File: src/design/dpa_pkg.sv
package dpa_pkg;

  // default table and pipe counts
  localparam int NUM_PLANES_DEF = 16;
  localparam int NUM_PIPES_DEF  = 8;

  // fixed field widths
  localparam int SLOT_W = 4;
  localparam int MASK_W = 8;
  localparam int KIND_W = 2;
  localparam int PIPE_W = 3;

  // at most this many bound planes per request
  localparam int MAX_RESULTS = 16;
  localparam int NCNT_W      = $clog2(MAX_RESULTS + 1);

  // command queue between front and back
  localparam int QUEUE_DEPTH = 2;

  // request types
  localparam logic REQ_LOAD  = 1'b0;
  localparam logic REQ_ALLOC = 1'b1;

  // plane kinds
  localparam logic [KIND_W-1:0] KIND_OVERLAY = 2'd0;
  localparam logic [KIND_W-1:0] KIND_PRIMARY = 2'd1;
  localparam logic [KIND_W-1:0] KIND_CURSOR  = 2'd2;

  typedef enum logic [1:0] {
    OP_LOAD,
    OP_ALLOC,
    OP_EMPTY
  } op_e;

  typedef enum logic [2:0] {
    ST_IDLE,
    ST_LOAD,
    ST_DED,
    ST_SHR,
    ST_DONE
  } state_e;

  // classified command handed from front to back
  typedef struct packed {
    op_e                op;
    logic               wr_en;
    logic [SLOT_W-1:0]  slot;
    logic [MASK_W-1:0]  mask;
    logic [KIND_W-1:0]  kind;
    logic [MASK_W-1:0]  pbit;
    logic               shared_always;
    logic               shared_if_none;
  } cmd_t;

endpackage

File: src/design/display_plane_allocator.sv
// channel    direction  transfer when                 fields
// request    in         start high, busy low          req_type_i entry_index_i pipe_mask_in_i
//                                                     plane_kind_i pipe_index_i
// result     out        result_strobe_o high          plane_slot_o plane_found_o
//                                                     was_dedicated_o last_o
//
// a load goes through the command queue and the load state, and its acknowledge is registered
// an allocation runs one pass over the table per round, with a dedicated round and,
// for overlays and for primaries that bound nothing, a shared round after it;
// the single read port of the plane table paces the scan at one entry a cycle
// reset clears the idle flags, so no plane is available until loaded
// busy rises only when the two-entry command queue is full; results cannot be held off
module display_plane_allocator #(
  parameter int NUM_PLANES = dpa_pkg::NUM_PLANES_DEF,
  parameter int NUM_PIPES  = dpa_pkg::NUM_PIPES_DEF
) (
  input  logic                        clk_i,
  input  logic                        rst_ni,
  input  logic                        start,
  output logic                        busy,
  input  logic                        req_type_i,
  input  logic [dpa_pkg::SLOT_W-1:0]  entry_index_i,
  input  logic [dpa_pkg::MASK_W-1:0]  pipe_mask_in_i,
  input  logic [dpa_pkg::KIND_W-1:0]  plane_kind_i,
  input  logic [dpa_pkg::PIPE_W-1:0]  pipe_index_i,
  output logic                        result_strobe_o,
  output logic [dpa_pkg::SLOT_W-1:0]  plane_slot_o,
  output logic                        plane_found_o,
  output logic                        was_dedicated_o,
  output logic                        last_o
);
  import dpa_pkg::*;

  cmd_t front_cmd;   // classified request from the front
  cmd_t head_cmd;    // oldest queued command
  logic push;
  logic q_full;
  logic q_vld;
  logic q_pop;

  // a request transfer pushes straight into the queue
  assign busy = q_full;
  assign push = start && !q_full;

  // front: decode the request, trim the mask, pick the shared-round policy
  dpa_front #(
    .NUM_PLANES (NUM_PLANES),
    .NUM_PIPES  (NUM_PIPES)
  ) u_front (
    .req_type_i     (req_type_i),
    .entry_index_i  (entry_index_i),
    .pipe_mask_in_i (pipe_mask_in_i),
    .plane_kind_i   (plane_kind_i),
    .pipe_index_i   (pipe_index_i),
    .cmd_o          (front_cmd)
  );

  // short queue so requests can land while the back end scans
  dpa_queue u_queue (
    .clk_i  (clk_i),
    .rst_ni (rst_ni),
    .push_i (push),
    .cmd_i  (front_cmd),
    .pop_i  (q_pop),
    .full_o (q_full),
    .vld_o  (q_vld),
    .cmd_o  (head_cmd)
  );

  // back: table owner, runs loads and the dedicated and shared scans
  dpa_back #(
    .NUM_PLANES (NUM_PLANES)
  ) u_back (
    .clk_i       (clk_i),
    .rst_ni      (rst_ni),
    .q_vld_i     (q_vld),
    .q_cmd_i     (head_cmd),
    .q_pop_o     (q_pop),
    .res_vld_o   (result_strobe_o),
    .res_slot_o  (plane_slot_o),
    .res_found_o (plane_found_o),
    .res_ded_o   (was_dedicated_o),
    .res_last_o  (last_o)
  );

endmodule

File: src/design/dpa_front.sv
module dpa_front #(
  parameter int NUM_PLANES = dpa_pkg::NUM_PLANES_DEF,
  parameter int NUM_PIPES  = dpa_pkg::NUM_PIPES_DEF
) (
  input  logic                        req_type_i,
  input  logic [dpa_pkg::SLOT_W-1:0]  entry_index_i,
  input  logic [dpa_pkg::MASK_W-1:0]  pipe_mask_in_i,
  input  logic [dpa_pkg::KIND_W-1:0]  plane_kind_i,
  input  logic [dpa_pkg::PIPE_W-1:0]  pipe_index_i,
  output dpa_pkg::cmd_t               cmd_o
);
  import dpa_pkg::*;

  // pipe bits the table can hold
  localparam logic [MASK_W-1:0] KeepMask =
    (NUM_PIPES >= MASK_W) ? {MASK_W{1'b1}} : MASK_W'((1 << NUM_PIPES) - 1);

  logic slot_ok;
  logic pipe_ok;

  assign slot_ok = int'(entry_index_i) < NUM_PLANES;
  assign pipe_ok = int'(pipe_index_i) < NUM_PIPES;

  always_comb begin
    cmd_o.wr_en          = 1'b0;
    cmd_o.slot           = entry_index_i;
    cmd_o.mask           = pipe_mask_in_i & KeepMask;
    cmd_o.kind           = plane_kind_i;
    cmd_o.pbit           = MASK_W'(1) << pipe_index_i;
    cmd_o.shared_always  = plane_kind_i == KIND_OVERLAY;
    cmd_o.shared_if_none = plane_kind_i == KIND_PRIMARY;
    if (req_type_i == REQ_LOAD) begin
      cmd_o.op    = OP_LOAD;
      cmd_o.wr_en = slot_ok;
    end else if (pipe_ok) begin
      cmd_o.op = OP_ALLOC;
    end else begin
      // pipe outside the table binds nothing
      cmd_o.op = OP_EMPTY;
    end
  end

endmodule

File: src/design/dpa_queue.sv
module dpa_queue (
  input  logic           clk_i,
  input  logic           rst_ni,
  input  logic           push_i,
  input  dpa_pkg::cmd_t  cmd_i,
  input  logic           pop_i,
  output logic           full_o,
  output logic           vld_o,
  output dpa_pkg::cmd_t  cmd_o
);
  import dpa_pkg::*;

  localparam int PtrW = (QUEUE_DEPTH > 1) ? $clog2(QUEUE_DEPTH) : 1;
  localparam int CntW = $clog2(QUEUE_DEPTH + 1);

  cmd_t            slot_q [QUEUE_DEPTH];
  logic [PtrW-1:0] wr_ptr_q, wr_ptr_d;
  logic [PtrW-1:0] rd_ptr_q, rd_ptr_d;
  logic [CntW-1:0] cnt_q, cnt_d;

  assign full_o = cnt_q == CntW'(QUEUE_DEPTH);
  assign vld_o  = cnt_q != '0;
  assign cmd_o  = slot_q[rd_ptr_q];

  always_comb begin
    wr_ptr_d = wr_ptr_q;
    rd_ptr_d = rd_ptr_q;
    cnt_d    = cnt_q;
    if (push_i) begin
      wr_ptr_d = (wr_ptr_q == PtrW'(QUEUE_DEPTH - 1)) ? '0 : wr_ptr_q + PtrW'(1);
    end
    if (pop_i) begin
      rd_ptr_d = (rd_ptr_q == PtrW'(QUEUE_DEPTH - 1)) ? '0 : rd_ptr_q + PtrW'(1);
    end
    if (push_i && !pop_i) begin
      cnt_d = cnt_q + CntW'(1);
    end else if (pop_i && !push_i) begin
      cnt_d = cnt_q - CntW'(1);
    end
  end

  always_ff @(posedge clk_i or negedge rst_ni) begin
    if (!rst_ni) begin
      wr_ptr_q <= '0;
      rd_ptr_q <= '0;
      cnt_q    <= '0;
    end else begin
      wr_ptr_q <= wr_ptr_d;
      rd_ptr_q <= rd_ptr_d;
      cnt_q    <= cnt_d;
    end
  end

  always_ff @(posedge clk_i) begin
    if (push_i) begin
      slot_q[wr_ptr_q] <= cmd_i;
    end
  end

endmodule

File: src/design/dpa_back.sv
module dpa_back #(
  parameter int NUM_PLANES = dpa_pkg::NUM_PLANES_DEF
) (
  input  logic                        clk_i,
  input  logic                        rst_ni,
  input  logic                        q_vld_i,
  input  dpa_pkg::cmd_t               q_cmd_i,
  output logic                        q_pop_o,
  output logic                        res_vld_o,
  output logic [dpa_pkg::SLOT_W-1:0]  res_slot_o,
  output logic                        res_found_o,
  output logic                        res_ded_o,
  output logic                        res_last_o
);
  import dpa_pkg::*;

  localparam int PW = (NUM_PLANES > 1) ? $clog2(NUM_PLANES) : 1;
  localparam int CW = $clog2(NUM_PLANES + 1);
  localparam int EW = KIND_W + MASK_W;

  // plane table: kind and mask in a memory, idle flags in flops
  logic [EW-1:0]         ent_mem [NUM_PLANES];
  logic [EW-1:0]         rd_data_q;
  logic [NUM_PLANES-1:0] idle_q;

  state_e            state_q, state_d;
  cmd_t              cmd_q, cmd_d;
  logic [CW-1:0]     cnt_q, cnt_d;
  logic [NCNT_W-1:0] n_q, n_d;
  logic              pend_vld_q, pend_vld_d;
  logic [SLOT_W-1:0] pend_slot_q, pend_slot_d;
  logic              pend_ded_q, pend_ded_d;
  logic              res_vld_q, res_vld_d;
  logic [SLOT_W-1:0] res_slot_q, res_slot_d;
  logic              res_found_q, res_found_d;
  logic              res_ded_q, res_ded_d;
  logic              res_last_q, res_last_d;

  logic              rd_en, mem_we, idle_set, idle_clr;
  logic [PW-1:0]     rd_addr, wr_addr, ev_idx;
  logic [MASK_W-1:0] e_mask;
  logic [KIND_W-1:0] e_kind;
  logic              base_hit, hit;

  assign rd_addr = PW'(cnt_q);
  assign wr_addr = PW'(cmd_q.slot);
  assign ev_idx  = PW'(cnt_q - CW'(1));
  assign e_mask  = rd_data_q[MASK_W-1:0];
  assign e_kind  = rd_data_q[EW-1:MASK_W];

  // entry under evaluation was read in the previous cycle
  assign base_hit = (cnt_q != '0) && idle_q[ev_idx] && (e_kind == cmd_q.kind) &&
                    (n_q < NCNT_W'(MAX_RESULTS));

  always_comb begin
    hit = 1'b0;
    case (state_q)
      ST_DED:  hit = base_hit && (e_mask == cmd_q.pbit);
      ST_SHR:  hit = base_hit && (e_mask != cmd_q.pbit) && ((e_mask & cmd_q.pbit) != '0);
      default: hit = 1'b0;
    endcase
  end

  always_comb begin
    state_d     = state_q;
    cmd_d       = cmd_q;
    cnt_d       = cnt_q;
    n_d         = n_q;
    pend_vld_d  = pend_vld_q;
    pend_slot_d = pend_slot_q;
    pend_ded_d  = pend_ded_q;
    res_vld_d   = 1'b0;
    res_slot_d  = '0;
    res_found_d = 1'b0;
    res_ded_d   = 1'b0;
    res_last_d  = 1'b0;
    q_pop_o     = 1'b0;
    rd_en       = 1'b0;
    mem_we      = 1'b0;
    idle_set    = 1'b0;
    idle_clr    = 1'b0;

    case (state_q)
      ST_IDLE: begin
        if (q_vld_i) begin
          q_pop_o    = 1'b1;
          cmd_d      = q_cmd_i;
          cnt_d      = '0;
          n_d        = '0;
          pend_vld_d = 1'b0;
          case (q_cmd_i.op)
            OP_LOAD:  state_d = ST_LOAD;
            OP_ALLOC: state_d = ST_DED;
            default:  state_d = ST_DONE;
          endcase
        end
      end

      ST_LOAD: begin
        mem_we     = cmd_q.wr_en;
        idle_set   = cmd_q.wr_en;
        res_vld_d  = 1'b1;
        res_slot_d = cmd_q.slot;
        res_last_d = 1'b1;
        state_d    = ST_IDLE;
      end

      ST_DED, ST_SHR: begin
        if (hit) begin
          idle_clr    = 1'b1;
          n_d         = n_q + NCNT_W'(1);
          // the held result is not the last one, send it
          if (pend_vld_q) begin
            res_vld_d   = 1'b1;
            res_slot_d  = pend_slot_q;
            res_found_d = 1'b1;
            res_ded_d   = pend_ded_q;
          end
          pend_vld_d  = 1'b1;
          pend_slot_d = SLOT_W'(ev_idx);
          pend_ded_d  = state_q == ST_DED;
        end
        if (cnt_q != CW'(NUM_PLANES)) begin
          rd_en = 1'b1;
          cnt_d = cnt_q + CW'(1);
        end else begin
          cnt_d = '0;
          if (state_q == ST_DED &&
              (cmd_q.shared_always || (cmd_q.shared_if_none && n_d == '0))) begin
            state_d = ST_SHR;
          end else begin
            state_d = ST_DONE;
          end
        end
      end

      ST_DONE: begin
        res_vld_d  = 1'b1;
        res_last_d = 1'b1;
        if (pend_vld_q) begin
          res_slot_d  = pend_slot_q;
          res_found_d = 1'b1;
          res_ded_d   = pend_ded_q;
        end
        pend_vld_d = 1'b0;
        state_d    = ST_IDLE;
      end

      default: state_d = ST_IDLE;
    endcase
  end

  always_ff @(posedge clk_i or negedge rst_ni) begin
    if (!rst_ni) begin
      state_q     <= ST_IDLE;
      cnt_q       <= '0;
      n_q         <= '0;
      pend_vld_q  <= 1'b0;
      res_vld_q   <= 1'b0;
      idle_q      <= '0;
    end else begin
      state_q     <= state_d;
      cnt_q       <= cnt_d;
      n_q         <= n_d;
      pend_vld_q  <= pend_vld_d;
      res_vld_q   <= res_vld_d;
      if (idle_set) begin
        idle_q[wr_addr] <= 1'b1;
      end
      if (idle_clr) begin
        idle_q[ev_idx] <= 1'b0;
      end
    end
  end

  always_ff @(posedge clk_i) begin
    cmd_q       <= cmd_d;
    pend_slot_q <= pend_slot_d;
    pend_ded_q  <= pend_ded_d;
    res_slot_q  <= res_slot_d;
    res_found_q <= res_found_d;
    res_ded_q   <= res_ded_d;
    res_last_q  <= res_last_d;
  end

  always_ff @(posedge clk_i) begin
    if (mem_we) begin
      ent_mem[wr_addr] <= {cmd_q.kind, cmd_q.mask};
    end
    if (rd_en) begin
      rd_data_q <= ent_mem[rd_addr];
    end
  end

  assign res_vld_o   = res_vld_q;
  assign res_slot_o  = res_slot_q;
  assign res_found_o = res_found_q;
  assign res_ded_o   = res_ded_q;
  assign res_last_o  = res_last_q;

endmodule

File: config.mk
export PLATFORM = sky130hd
export DESIGN_NAME = display_plane_allocator
export DESIGN_NICKNAME = d
export VERILOG_FILES = /design/src/design/dpa_pkg.sv /design/src/design/display_plane_allocator.sv /design/src/design/dpa_front.sv /design/src/design/dpa_queue.sv /design/src/design/dpa_back.sv
export SDC_FILE = /design/constraint.sdc
export NUM_CORES = 1
export LEC_CHECK = 0
export BUFFER_PORTS_ARGS = -buffer_cell sky130_fd_sc_hd__buf_2
export CAP_MARGIN = 10
export CELL_PAD_IN_SITES_DETAIL_PLACEMENT = 0
export CELL_PAD_IN_SITES_GLOBAL_PLACEMENT = 1
export CORE_MARGIN = 2
export CORE_UTILIZATION = 40
export DETAILED_ROUTE_END_ITERATION = 7
export GPL_TIMING_DRIVEN = 0
export PLACE_DENSITY = 0.59
export SLEW_MARGIN = 20
export SYNTH_ARGS = -nofsm -noshare
export SYNTH_HDL_FRONTEND = slang
export SYNTH_SLANG_ARGS = --single-unit
File: constraint.sdc
create_clock -name clk_i -period 8.05 [get_ports clk_i]
set_clock_uncertainty 0.15 [all_clocks]
set_input_delay 2.0125 -clock clk_i [delete_from_list [all_inputs] [get_ports clk_i]]
set_output_delay 2.0125 -clock clk_i [all_outputs]
set_load 0.005 [all_outputs]
==> summary.txt, run 1 <==
Power and ir drop
  – Logic pwr share: 27.1%
  – Lkg Pwr: 4.56 nW
  – Net Sw Frac: 29.8%
  – Clock share of power: 29.3%
  – P_sw: 1.42 mW
  – Int Pwr: 3.34 mW
  – Part of the power in registers: 43.6%
  – Pwr dens: 355 nW/um^2
  – Tot Pwr: 4.75 mW
  – Peak supply drop: approximately 160 uV

Route
  – Post-DR wirelength/cell: 21.7 um
  – Vias per cell: 5.33
  – Iteration-0 DRC count of the detailed router: 390
  – Final antenna-violating net count: 0
  – Pre-antenna DRT Iters: 4
  – DRC: 0
  – DRT Wirelength: roughly 24000 um
  – Total number of vias: slightly below 6000

Clocking
  – CTS tree: done
  – H-tree depth: 1
  – Clock latency on the worst-skew pair: 570 ps
  – Post-CTS Hold Buffers: 0
  – Clk root buf: clkbuf_16
  – Post-CTS sizing: 0
  – CTS Sinks: 294
  – # Post-CTS Setup Buffers: 0
  – CTS Buf Count: 31
  – Reg clk slew, reported paths: 60 ps
  – CTS Buffer Depth: 3

Synth
  – Main synth FF type: edfxtp_1
  – Mapped Avg Cell Area: 19.0 sq um
  – Post-Synthesis Cell Area: between 10000 and 15000 sq um
  – Yosys top cell area share: 65.2%
  – Cell taking the most area after synthesis: edfxtp_1
  – Syn Nets: between 600 and 700
  – Distinct cells, synth: 60
  – Synth Instances: 612
  – Post-synthesis sequential area ratio: 73.9%
  – Ys async rst share: about an eighth
  – Yosys warnings: 0
  – Count of flip-flops with a built-in enable after synthesis: 252
  – Synth area leaders: edfxtp_1, mux4_2, dfrtp_1, mux2_2, ha_1
  – Register bit total from synthesis: 294

STA
  – Fin Setup TNS: 0 ps
  – Fmax: 0.253 GHz
  – Hold Vio Cnt, Final: 0
  – Final Cycle Share: between 40% and 50%
  – Max-slew violation count: 0
  – Minimum clock period: 3950 ps
  – Worst-margin pin slew: 857 ps
  – Slew HR: 42.9%
  – Final hold slack: 344 ps
  – Final setup violation count: 0
  – RSZ-0062 raised after global routing: no

Floorplanning
  – Die area: 30400 sq um
  – Core Area: 28600 sq um
  – IO Pins: 30
  – Initial core utilization: between 40% and 50%
  – Die height: 174 um
  – Die width: 174 um
  – Row count: 62

Setup path
  – Worst r2r path cells: 12
  – WS Path Type: flip-flop to flip-flop
  – Setup crit end kind: flip-flop
  – CP startpoint kind: flip-flop
  – Worst endpoint required time: 8360 ps
  – CP Data Arrival Time: 4260 ps
  – Critical path fanouts, max: 10

Run status
  – Status: finished, final reports clean

Place
  – PortBufs: 29
  – Gpl congestion: ~0.8
  – DPL Wire Length: 16400 um

Worst hold path
  – Hold depth: 1
  – Hold Path Class: flip-flop to flip-flop

Layout
  – Area Overhead vs Synth: 15.4%
  – FF+latch area: ~8600 sq um
  – Share of cells above drive strength 1: 28.7%
  – Multi-input gate area: around 2900 sq um
  – Nets: between 700 and 800
  – Fill cells: ~2400
  – Diode count: 0
  – Most common cell after layout, fill and taps aside: edfxtp_1
  – Most frequent cells in the layout: edfxtp_1, mux4_2, buf_2

Global route
  – Vias in the first global route: 6274
  – Global routing's busiest layer: met2
  – M3 GR Usage: 2.49%
  – Global-route wire length before repair: 36600 um
  – Aggregate global-route resource usage: between 15 and 20%
  – GR met1 Demand/Resource: 20.7%
  – Met2 usage: between 20 and 30%
  – Maximum number of pins on one net before global-route repair: 36
  – Antenna violations before repair: 0
  – Total grt overflow: 0

Flow run
  – MaxCap Viol Count: 0
==> power groups by stage <==
stage	sequential [mW]	clock (mW)	combinational, mW
2_1_floorplan	2.06	0	0.938
3_3_place_gp	2.10	0	1.27
3_5_place_dp	2.11	0	1.31
4_1_cts	2.08	1.43	1.32
5_1_grt	2.10	1.50	1.40
6_report	2.07	1.39	1.29
==> path summary, 6_finish.rpt <==
| check | startpoint | end | slack [ps] |
|---|---|---|---|
| min | u_back.idle_q[15] | u_back.idle_q[15] | 340 |
| max in group asynchronous | rst_ni | u_back.idle_q[10] | 5790 |
| min in group asynchronous | rst_ni | u_back.res_vld_o | 1410 |
| max | u_back.cnt_q[0] | u_back.res_ded_o | 4100 |
| max reg2reg | u_back.cnt_q[0] | u_back.res_ded_o | 4100 |
| min reg2reg | u_back.idle_q[15] | u_back.idle_q[15] | 340 |
==> sequential cells by signal (all words and copies together), names as in the netlist, 5 cells and up <==
| register | cells |
|---|---|
| u_back.cmd_q | 21 |
| u_queue.slot_q | 52 |
| u_back.n_q | 5 |
| u_back.ent_mem | 160 |
| u_back.idle_q | 16 |
| u_back.cnt_q | 5 |
| u_back.rd_data_q | 10 |
==> worst max-delay path, stage by stage, from the launching register on <==
cell	delay [ps]
dfrtp_1	510
buf_2	420
buf_2	400
inv_1	180
ha_1	330
buf_2	180
inv_2	130
mux4_2	520
nand2_1	120
a31oi_4	140
buf_6	200
a22oi_2	340
and3b_1	230
==> synth_stat cells (all sizes together) (2+ instances only) <==
master / count
a21o: 2
a21oi: 7
a31o: 2
a31oi: 4
a41oi: 4
and2: 2
and3: 5
and3b: 3
buf: 17
clkbuf: 9
dfrtp: 35
dfxtp: 7
edfxtp: 252
ha: 15
inv: 12
mux2: 26
mux2i: 4
mux4: 52
nand2: 29
nand2b: 6
nand3: 6
nand3b: 4
nand4: 4
nor2: 26
nor2b: 3
nor3: 9
nor3b: 7
nor4: 6
o211ai: 2
o21ai: 11
o22a: 15
o31ai: 3
xnor2: 5
xor2: 4
==> per-layer routing <==
metal  up-vias  part of all wire [%]
li1       2619                     -
met2       126                    51
met1      3032                    43
met3        41                   3.7
met4         0                   2.3
met5         -                     0
==> cell type report <==
type,count,share of cell area [%]
Inverter,12,0.355
Sequential cell,294,64.0
Multi-Input combinational cell,280,21.9
Clock buffer,38,5.98
Clock inverter,17,1.45
Buffer,26,0.896
Timing Repair Buffer,41,1.81
Tap cell,384,3.59
==> metrics by stage <==
| stage | util (%) | std cells | area, sq um | worst slack (ps) |
|---|---|---|---|---|
| after floorplan | - | 612 | 11600 | 3550 |
| after global placement | 42.7 | 1025 | 12200 | 1930 |
| after detailed placement | 43.3 | 1037 | 12400 | 4100 |
| after CTS | 46.8 | 1092 | 13400 | 4080 |
| after global routing | 46.8 | 1092 | 13400 | 3890 |
| final | 46.8 | 1092 | 13400 | 4100 |
==> cells by family (layout without fill, tap and decap cells) <==
| group | after synthesis | count (layout) | share of synthesized area (%) |
|---|---|---|---|
| compound gates | 59 | 59 | 4.02 |
| xor+xnor | 9 | 9 | 0.744 |
| fa+ha+maj | 15 | 15 | 1.62 |
| buf+inv | 38 | 134 | 1.44 |
| flops | 294 | 294 | 73.9 |
| mux | 82 | 82 | 13.0 |
| simple gates | 115 | 115 | 5.29 |
Note: power is estimated with default switching activity, not from simulation.
==> inputs of run 2 (changes only) <==
==> constraint.sdc (replaced) <==
create_clock -name clk_i -period 3.65 [get_ports clk_i]
set_clock_uncertainty 0.15 [all_clocks]
set_input_delay 0.9125 -clock clk_i [delete_from_list [all_inputs] [get_ports clk_i]]
set_output_delay 0.9125 -clock clk_i [all_outputs]
set_load 0.005 [all_outputs]
==> run 2 against run 1 <==
  * Global-route usage is 1.1 points higher
  * First-iteration DRC count is 20% higher
  * Highest routed layer unchanged
  * Flip-flop and latch count stayed put
  * Critical endpoint unchanged
  * Combinational power is 130% higher
  * Largest cell class unchanged
==> summary.txt, run 2 (synthesized netlist as in run 1, its figures left out) <==
Global route
  – Maximum number of pins on one net before global-route repair: 36
  – Global-route wire length before repair: 38200 um
  – Total grt overflow: 0
  – Aggregate global-route resource usage: 17.0%
  – Antenna violations before repair: 0
  – Vias in the first global route: 6172

Floorplanning
  – IO Pins: 30
  – Die height: approximately 170 um
  – Initial core utilization: 40.6%
  – Die area: 30400 sq um
  – Row count: 62
  – Die width: 174 um
  – Core Area: 28600 sq um

Layout
  – Diode count: 0
  – Fill cells: 2413
  – FF+latch area: 8580 sq um
  – Multi-input gate area: 2940 sq um
  – Most common cell after layout, fill and taps aside: edfxtp_1
  – Share of cells above drive strength 1: 29.8%
  – Area Overhead vs Synth: 16.6%
  – Nets: 722
  – Most frequent cells in the layout: edfxtp_1, mux4_2, buf_2
  – Most flops, register: u_back.ent_mem
  – Top Registers: u_back.ent_mem (160), u_queue.slot_q (52), u_back.cmd_q (21)
  – Post-layout util: about 47%
  – Max FFs per register: 160

Power and ir drop
  – Lkg Pwr: 4.62 nW
  – Peak supply drop: 441 uV
  – Pwr dens: 797 nW/um^2

STA
  – Final setup violation count: 0
  – Slew HR: 35.2%
  – Final Cycle Share: 94.6%
  – Minimum clock period: 3450 ps
  – RSZ-0062 raised after global routing: no
  – Hold Vio Cnt, Final: 0
  – Max-slew violation count: 0
  – Final hold slack: about 290 ps
  – Fmax: 0.290 GHz
  – Worst-margin pin slew: 971 ps

Route
  – DRT Wirelength: approximately 25000 um
  – Final antenna-violating net count: 0
  – Iteration-0 DRC count of the detailed router: roughly 470
  – Vias per cell: 5.30
  – Total number of vias: 5806
  – DRC: 0
  – Pre-antenna DRT Iters: 5
  – Post-DR wirelength/cell: 23.0 um

Setup path
  – Critical path fanouts, max: 10
  – CP startpoint kind: flip-flop
  – Reg2reg end: u_back.res_ded_o
  – WS Path Type: flip-flop to flip-flop
  – R2r setup slk: 200 ps
  – Setup crit end kind: flip-flop
  – Worst r2r path cells: 12
  – Worst endpoint required time: between 3000 and 4000 ps
  – CP Data Arrival Time: 3770 ps
  – Worst R2R Start: u_back.cnt_q[0]

Flow run
  – MaxCap Viol Count: 0

Run status
  – Status: finished, final reports clean

Place
  – PortBufs: 29
  – DPL Wire Length: 17200 um
  – Gpl congestion: about 0.8

Clocking
  – Clock latency on the worst-skew pair: roughly 580 ps
  – Clk root buf: clkbuf_16
  – CTS Buf Count: 31
  – Reg clk slew, reported paths: 60 ps
  – CTS tree: done
  – CTS Sinks: 294
  – H-tree depth: 1
  – CTS Buffer Depth: 3

Worst hold path
  – Hold Path Class: primary input to asynchronous set/reset pin
==> run 2: cell count changes in the layout (fill, tap and decap cells not counted), sizes merged <==
cell / before / now
bufinv: 4 / 6
clkinv: 10 / 12
clkbuf: 47 / 46
==> run 2: worst max-delay path: stages (launching register included) <==
cell and delay, ps:
dfrtp_1 480, buf_6 240, buf_4 250, inv_1 130
ha_1 300, buf_2 180, inv_2 140, mux4_2 530
nand2_1 130, a31oi_4 130, buf_6 180, a22oi_2 280
and3b_1 220
==> run 2: area by class of cell <==
cell class / instances / share of cell area (%)
Sequential cell: 294 / 63.4
Buffer: 25 / 0.924
Inverter: 12 / 0.351
Clock inverter: 21 / 1.98
Timing Repair Buffer: 42 / 2.11
Multi-Input combinational cell: 280 / 21.7
Clock buffer: 37 / 5.97
Tap cell: 384 / 3.55
==> run 2: what timing repair did <==
item                                    4_1_cts  5_1_grt
hold buffers                                  0        0
pin swaps                                     0        1
gates resized for setup                       2        1
endpoints found under the setup margin       37        7
setup buffers                                 0        0
==> run 2: metrics by stage <==
| step | power [mW] | setup slack [ps] | cell area (sq um) | TNS (ps) | cells |
|---|---|---|---|---|---|
| after floorplan | 6.60 | 362 | 11600 | 0 | 612 |
| after global placement | 7.48 | -762 | 12200 | -39250 | 1025 |
| after detailed placement | 7.60 | -229 | 12500 | -3570 | 1038 |
| after CTS | 10.9 | 48.3 | 13500 | 0 | 1095 |
| after global routing | 11.3 | 15.1 | 13500 | 0 | 1095 |
| final | 10.8 | 198 | 13500 | 0 | 1095 |
==> run 2: power breakdown <==
part / total [mW] / switching, mW / internal, mW / leakage [nW]
clock: 3.30 / 1.30 / 2.00 / 0.523
combinational: 2.91 / 1.65 / 1.26 / 1.28
sequential: 4.57 / 0.291 / 4.28 / 2.82
total: 10.8 / 3.24 / 7.55 / 4.62
==> run 2: metal layers <==
| metal | wire [um] | global-route usage, % | share of wire [%] | up-vias |
|---|---|---|---|---|
| li1 | - | - | - | 2616 |
| met3 | 880 | 2.62 | 3.5 | 39 |
| met1 | 11700 | 24.0 | 46 | 3042 |
| met5 | 0 | 0 | 0 | - |
| met2 | 12100 | 28.0 | 48 | 109 |
| met4 | 527 | 4.10 | 2.1 | 0 |
==> run 2: worst max path at each step <==
stage	slack, ps	end	start
final	200	u_back.res_ded_o	u_back.cnt_q[0]
after global routing	20	u_back.res_ded_o	u_back.cnt_q[0]
after CTS	50	u_back.res_ded_o	u_back.cnt_q[0]
after detailed placement	-230	u_back.res_ded_o	u_back.cnt_q[0]
after global placement	-760	u_queue.cnt_q[1]	u_back.state_q[0]
after floorplan	360	u_queue.cnt_q[1]	u_back.state_q[0]
==> inputs of run 3 (changes only) <==
==> constraint.sdc (replaced) <==
create_clock -name clk_i -period 4 [get_ports clk_i]
set_clock_uncertainty 0.15 [all_clocks]
set_input_delay 1 -clock clk_i [delete_from_list [all_inputs] [get_ports clk_i]]
set_output_delay 1 -clock clk_i [all_outputs]
set_load 0.005 [all_outputs]
==> run 3 against run 2 <==
  * Die area unchanged
  * Clock power is 8.8% lower
  * Hold slack gained 57 ps
  * Clock-buffer cell count is the same
  * Global-route usage about the same
  * Highest routed layer unchanged
==> summary.txt, run 3 (synthesized netlist as in run 1, its figures left out) <==
Route
  – Post-DR wirelength/cell: 22.9 um
  – DRC: 0
  – Final antenna-violating net count: 0
  – Pre-antenna DRT Iters: 5
  – Vias per cell: 5.27
  – Total number of vias: 5770
  – Iteration-0 DRC count of the detailed router: 484
  – DRT Wirelength: roughly 25000 um

Clocking
  – CTS tree: done
  – Clock latency on the worst-skew pair: 580 ps
  – H-tree depth: 1
  – CTS Sinks: 294
  – CTS Buffer Depth: 3
  – Clk root buf: clkbuf_16
  – Reg clk slew, reported paths: 60 ps
  – CTS Buf Count: 31

Setup path
  – Setup crit end kind: flip-flop
  – Crit-path slowest cell: mux4_2
  – WS Path Type: flip-flop to flip-flop
  – Delay-heaviest family, CP: buffers and inverters
  – Critical-path cell list: buf_2 > clkbuf_4 > inv_1 > ha_1 > buf_2 > inv_2 > mux4_2 > nand2_1 > a31oi_4 > buf_6 > a22oi_2 > and3b_1
  – CP Data Arrival Time: ~4000 ps
  – Worst path max stage delay: between 500 and 600 ps
  – Worst r2r path cells: 12
  – Reg2reg end: u_back.res_ded_o
  – CP startpoint kind: flip-flop
  – Worst endpoint required time: 4320 ps
  – Most used cell, CP: buf_2
  – Worst R2R Start: u_back.cnt_q[0]
  – R2r setup slk: 290 ps
  – Critical path fanouts, max: 10
  – Crit path buffers/inverters: 6

Worst hold path
  – Hold path endpoint: u_back.res_ded_o
  – Hold Path Class: flip-flop to flip-flop
  – Hold depth: 1
  – Hold Crit Start: u_back.pend_ded_q

STA
  – Fmax: 0.269 GHz
  – Hold Vio Cnt, Final: 0
  – Setup ws final: 287 ps
  – Slew HR: 34.9%
  – Max-slew violation count: 0
  – Worst-margin pin slew: between 900 and 1000 ps
  – RSZ-0062 raised after global routing: no
  – Minimum clock period: 3710 ps
  – Fin Setup TNS: 0 ps
  – Final Cycle Share: around 93%
  – Final setup violation count: 0

Global route
  – Global-route wire length before repair: ~38000 um
  – Aggregate global-route resource usage: 17.0%
  – Total grt overflow: 0
  – Vias in the first global route: a little over 6000
  – Maximum number of pins on one net before global-route repair: 36
  – Antenna violations before repair: 0

Place
  – DPL Wire Length: between 15000 and 20000 um
  – PortBufs: 29
  – Inst Count DP: 1038
  – Gpl congestion: 0.816
  – Pre-CTS setup slack: between 100 and 150 ps

Power and ir drop
  – Net Sw Frac: 30.0%
  – Tot Pwr: 9.83 mW
  – Logic pwr share: 26.9%
  – Lkg Pwr: 4.62 nW
  – Clock share of power: a little under a third
  – Part of the power in registers: a little over two fifths
  – P_sw: 2.95 mW
  – Pwr dens: 726 nW/um^2
  – Peak supply drop: 402 uV
  – Int Pwr: around 6.9 mW

Floorplanning
  – Die area: 30400 sq um
  – Die height: ~170 um
  – IO Pins: 30
  – Initial core utilization: 40.6%
  – Core Area: about 29000 sq um
  – Row count: 62
  – Die width: 174 um

Flow run
  – MaxCap Viol Count: 0

Layout
  – Nets: 722
  – Most flops, register: u_back.ent_mem
  – Most frequent cells in the layout: edfxtp_1, mux4_2, buf_2
  – Share of cells above drive strength 1: 29.8%
  – Area Overhead vs Synth: 16.6%
  – Top Registers: u_back.ent_mem (160), u_queue.slot_q (52), u_back.cmd_q (21)
  – Diode count: 0
  – Most common cell after layout, fill and taps aside: edfxtp_1
  – Finished Layout Cells: 1095
  – Max FFs per register: 160

Run status
  – Status: finished, final reports clean
run 3: changes by cell type in the layout (fill, tap and decap cells not counted):
cell      change
buf_2         +1
buf_4         -1
buf_6         -1
clkbuf_4      +1
run 3: worst max path at each step:
stage | endpoint | from | cells after the start
final | u_back.res_ded_o | u_back.cnt_q[0] | 12
after global routing | u_back.res_ded_o | u_back.cnt_q[0] | 12
after CTS | u_back.res_ded_o | u_back.cnt_q[0] | 12
after detailed placement | u_back.res_ded_o | u_back.cnt_q[0] | 12
after global placement | u_queue.cnt_q[1] | u_back.state_q[0] | 7
after floorplan | u_queue.cnt_q[1] | u_back.state_q[0] | 7
run 3: power by group through the flow:
stage | Sequential (mW) | Combinational (mW) | Clock, mW
after global routing | 4.22 | 2.87 | 3.22
final | 4.17 | 2.64 | 3.01
after global placement | 4.22 | 2.61 | 0
after detailed placement | 4.24 | 2.70 | 0
after CTS | 4.18 | 2.72 | 3.07
after floorplan | 4.13 | 1.89 | 0
run 3: per-layer routing:
metal	up-vias	GRT usage (%)	share of wire, %
li1	2620	-	-
met1	2986	24.1	44
met2	125	28.0	48
met3	39	2.62	5.4
met4	0	4.10	2.1
met5	-	0	0
run 3: cell type report:
cell class	instances	area (sq um)
fillers	2413	15100
flip-flops and latches	294	8580
multi-input cells	280	2940
clock buffers	37	808
well taps	384	480
repair buffers	42	285
clock inverters	21	268
plain buffers	25	119
inverters	12	47.5
run 3: timing repair:
action | 4_1_cts | 5_1_grt
setup buffers | 0 | 0
resized for setup | 0 | 1
endpoints found under the setup margin | 0 | 1
hold buffers | 0 | 0
run 3: through the flow:
| step | util [%] | hold slack (ps) | cell area, sq um |
|---|---|---|---|
| 2_1_floorplan | - | 304 | 11600 |
| 3_3_place_gp | 42.8 | 308 | 12200 |
| 3_5_place_dp | 43.5 | 331 | 12500 |
| 4_1_cts | 47.3 | 346 | 13500 |
| 5_1_grt | 47.3 | 368 | 13500 |
| 6_report | 47.3 | 345 | 13500 |
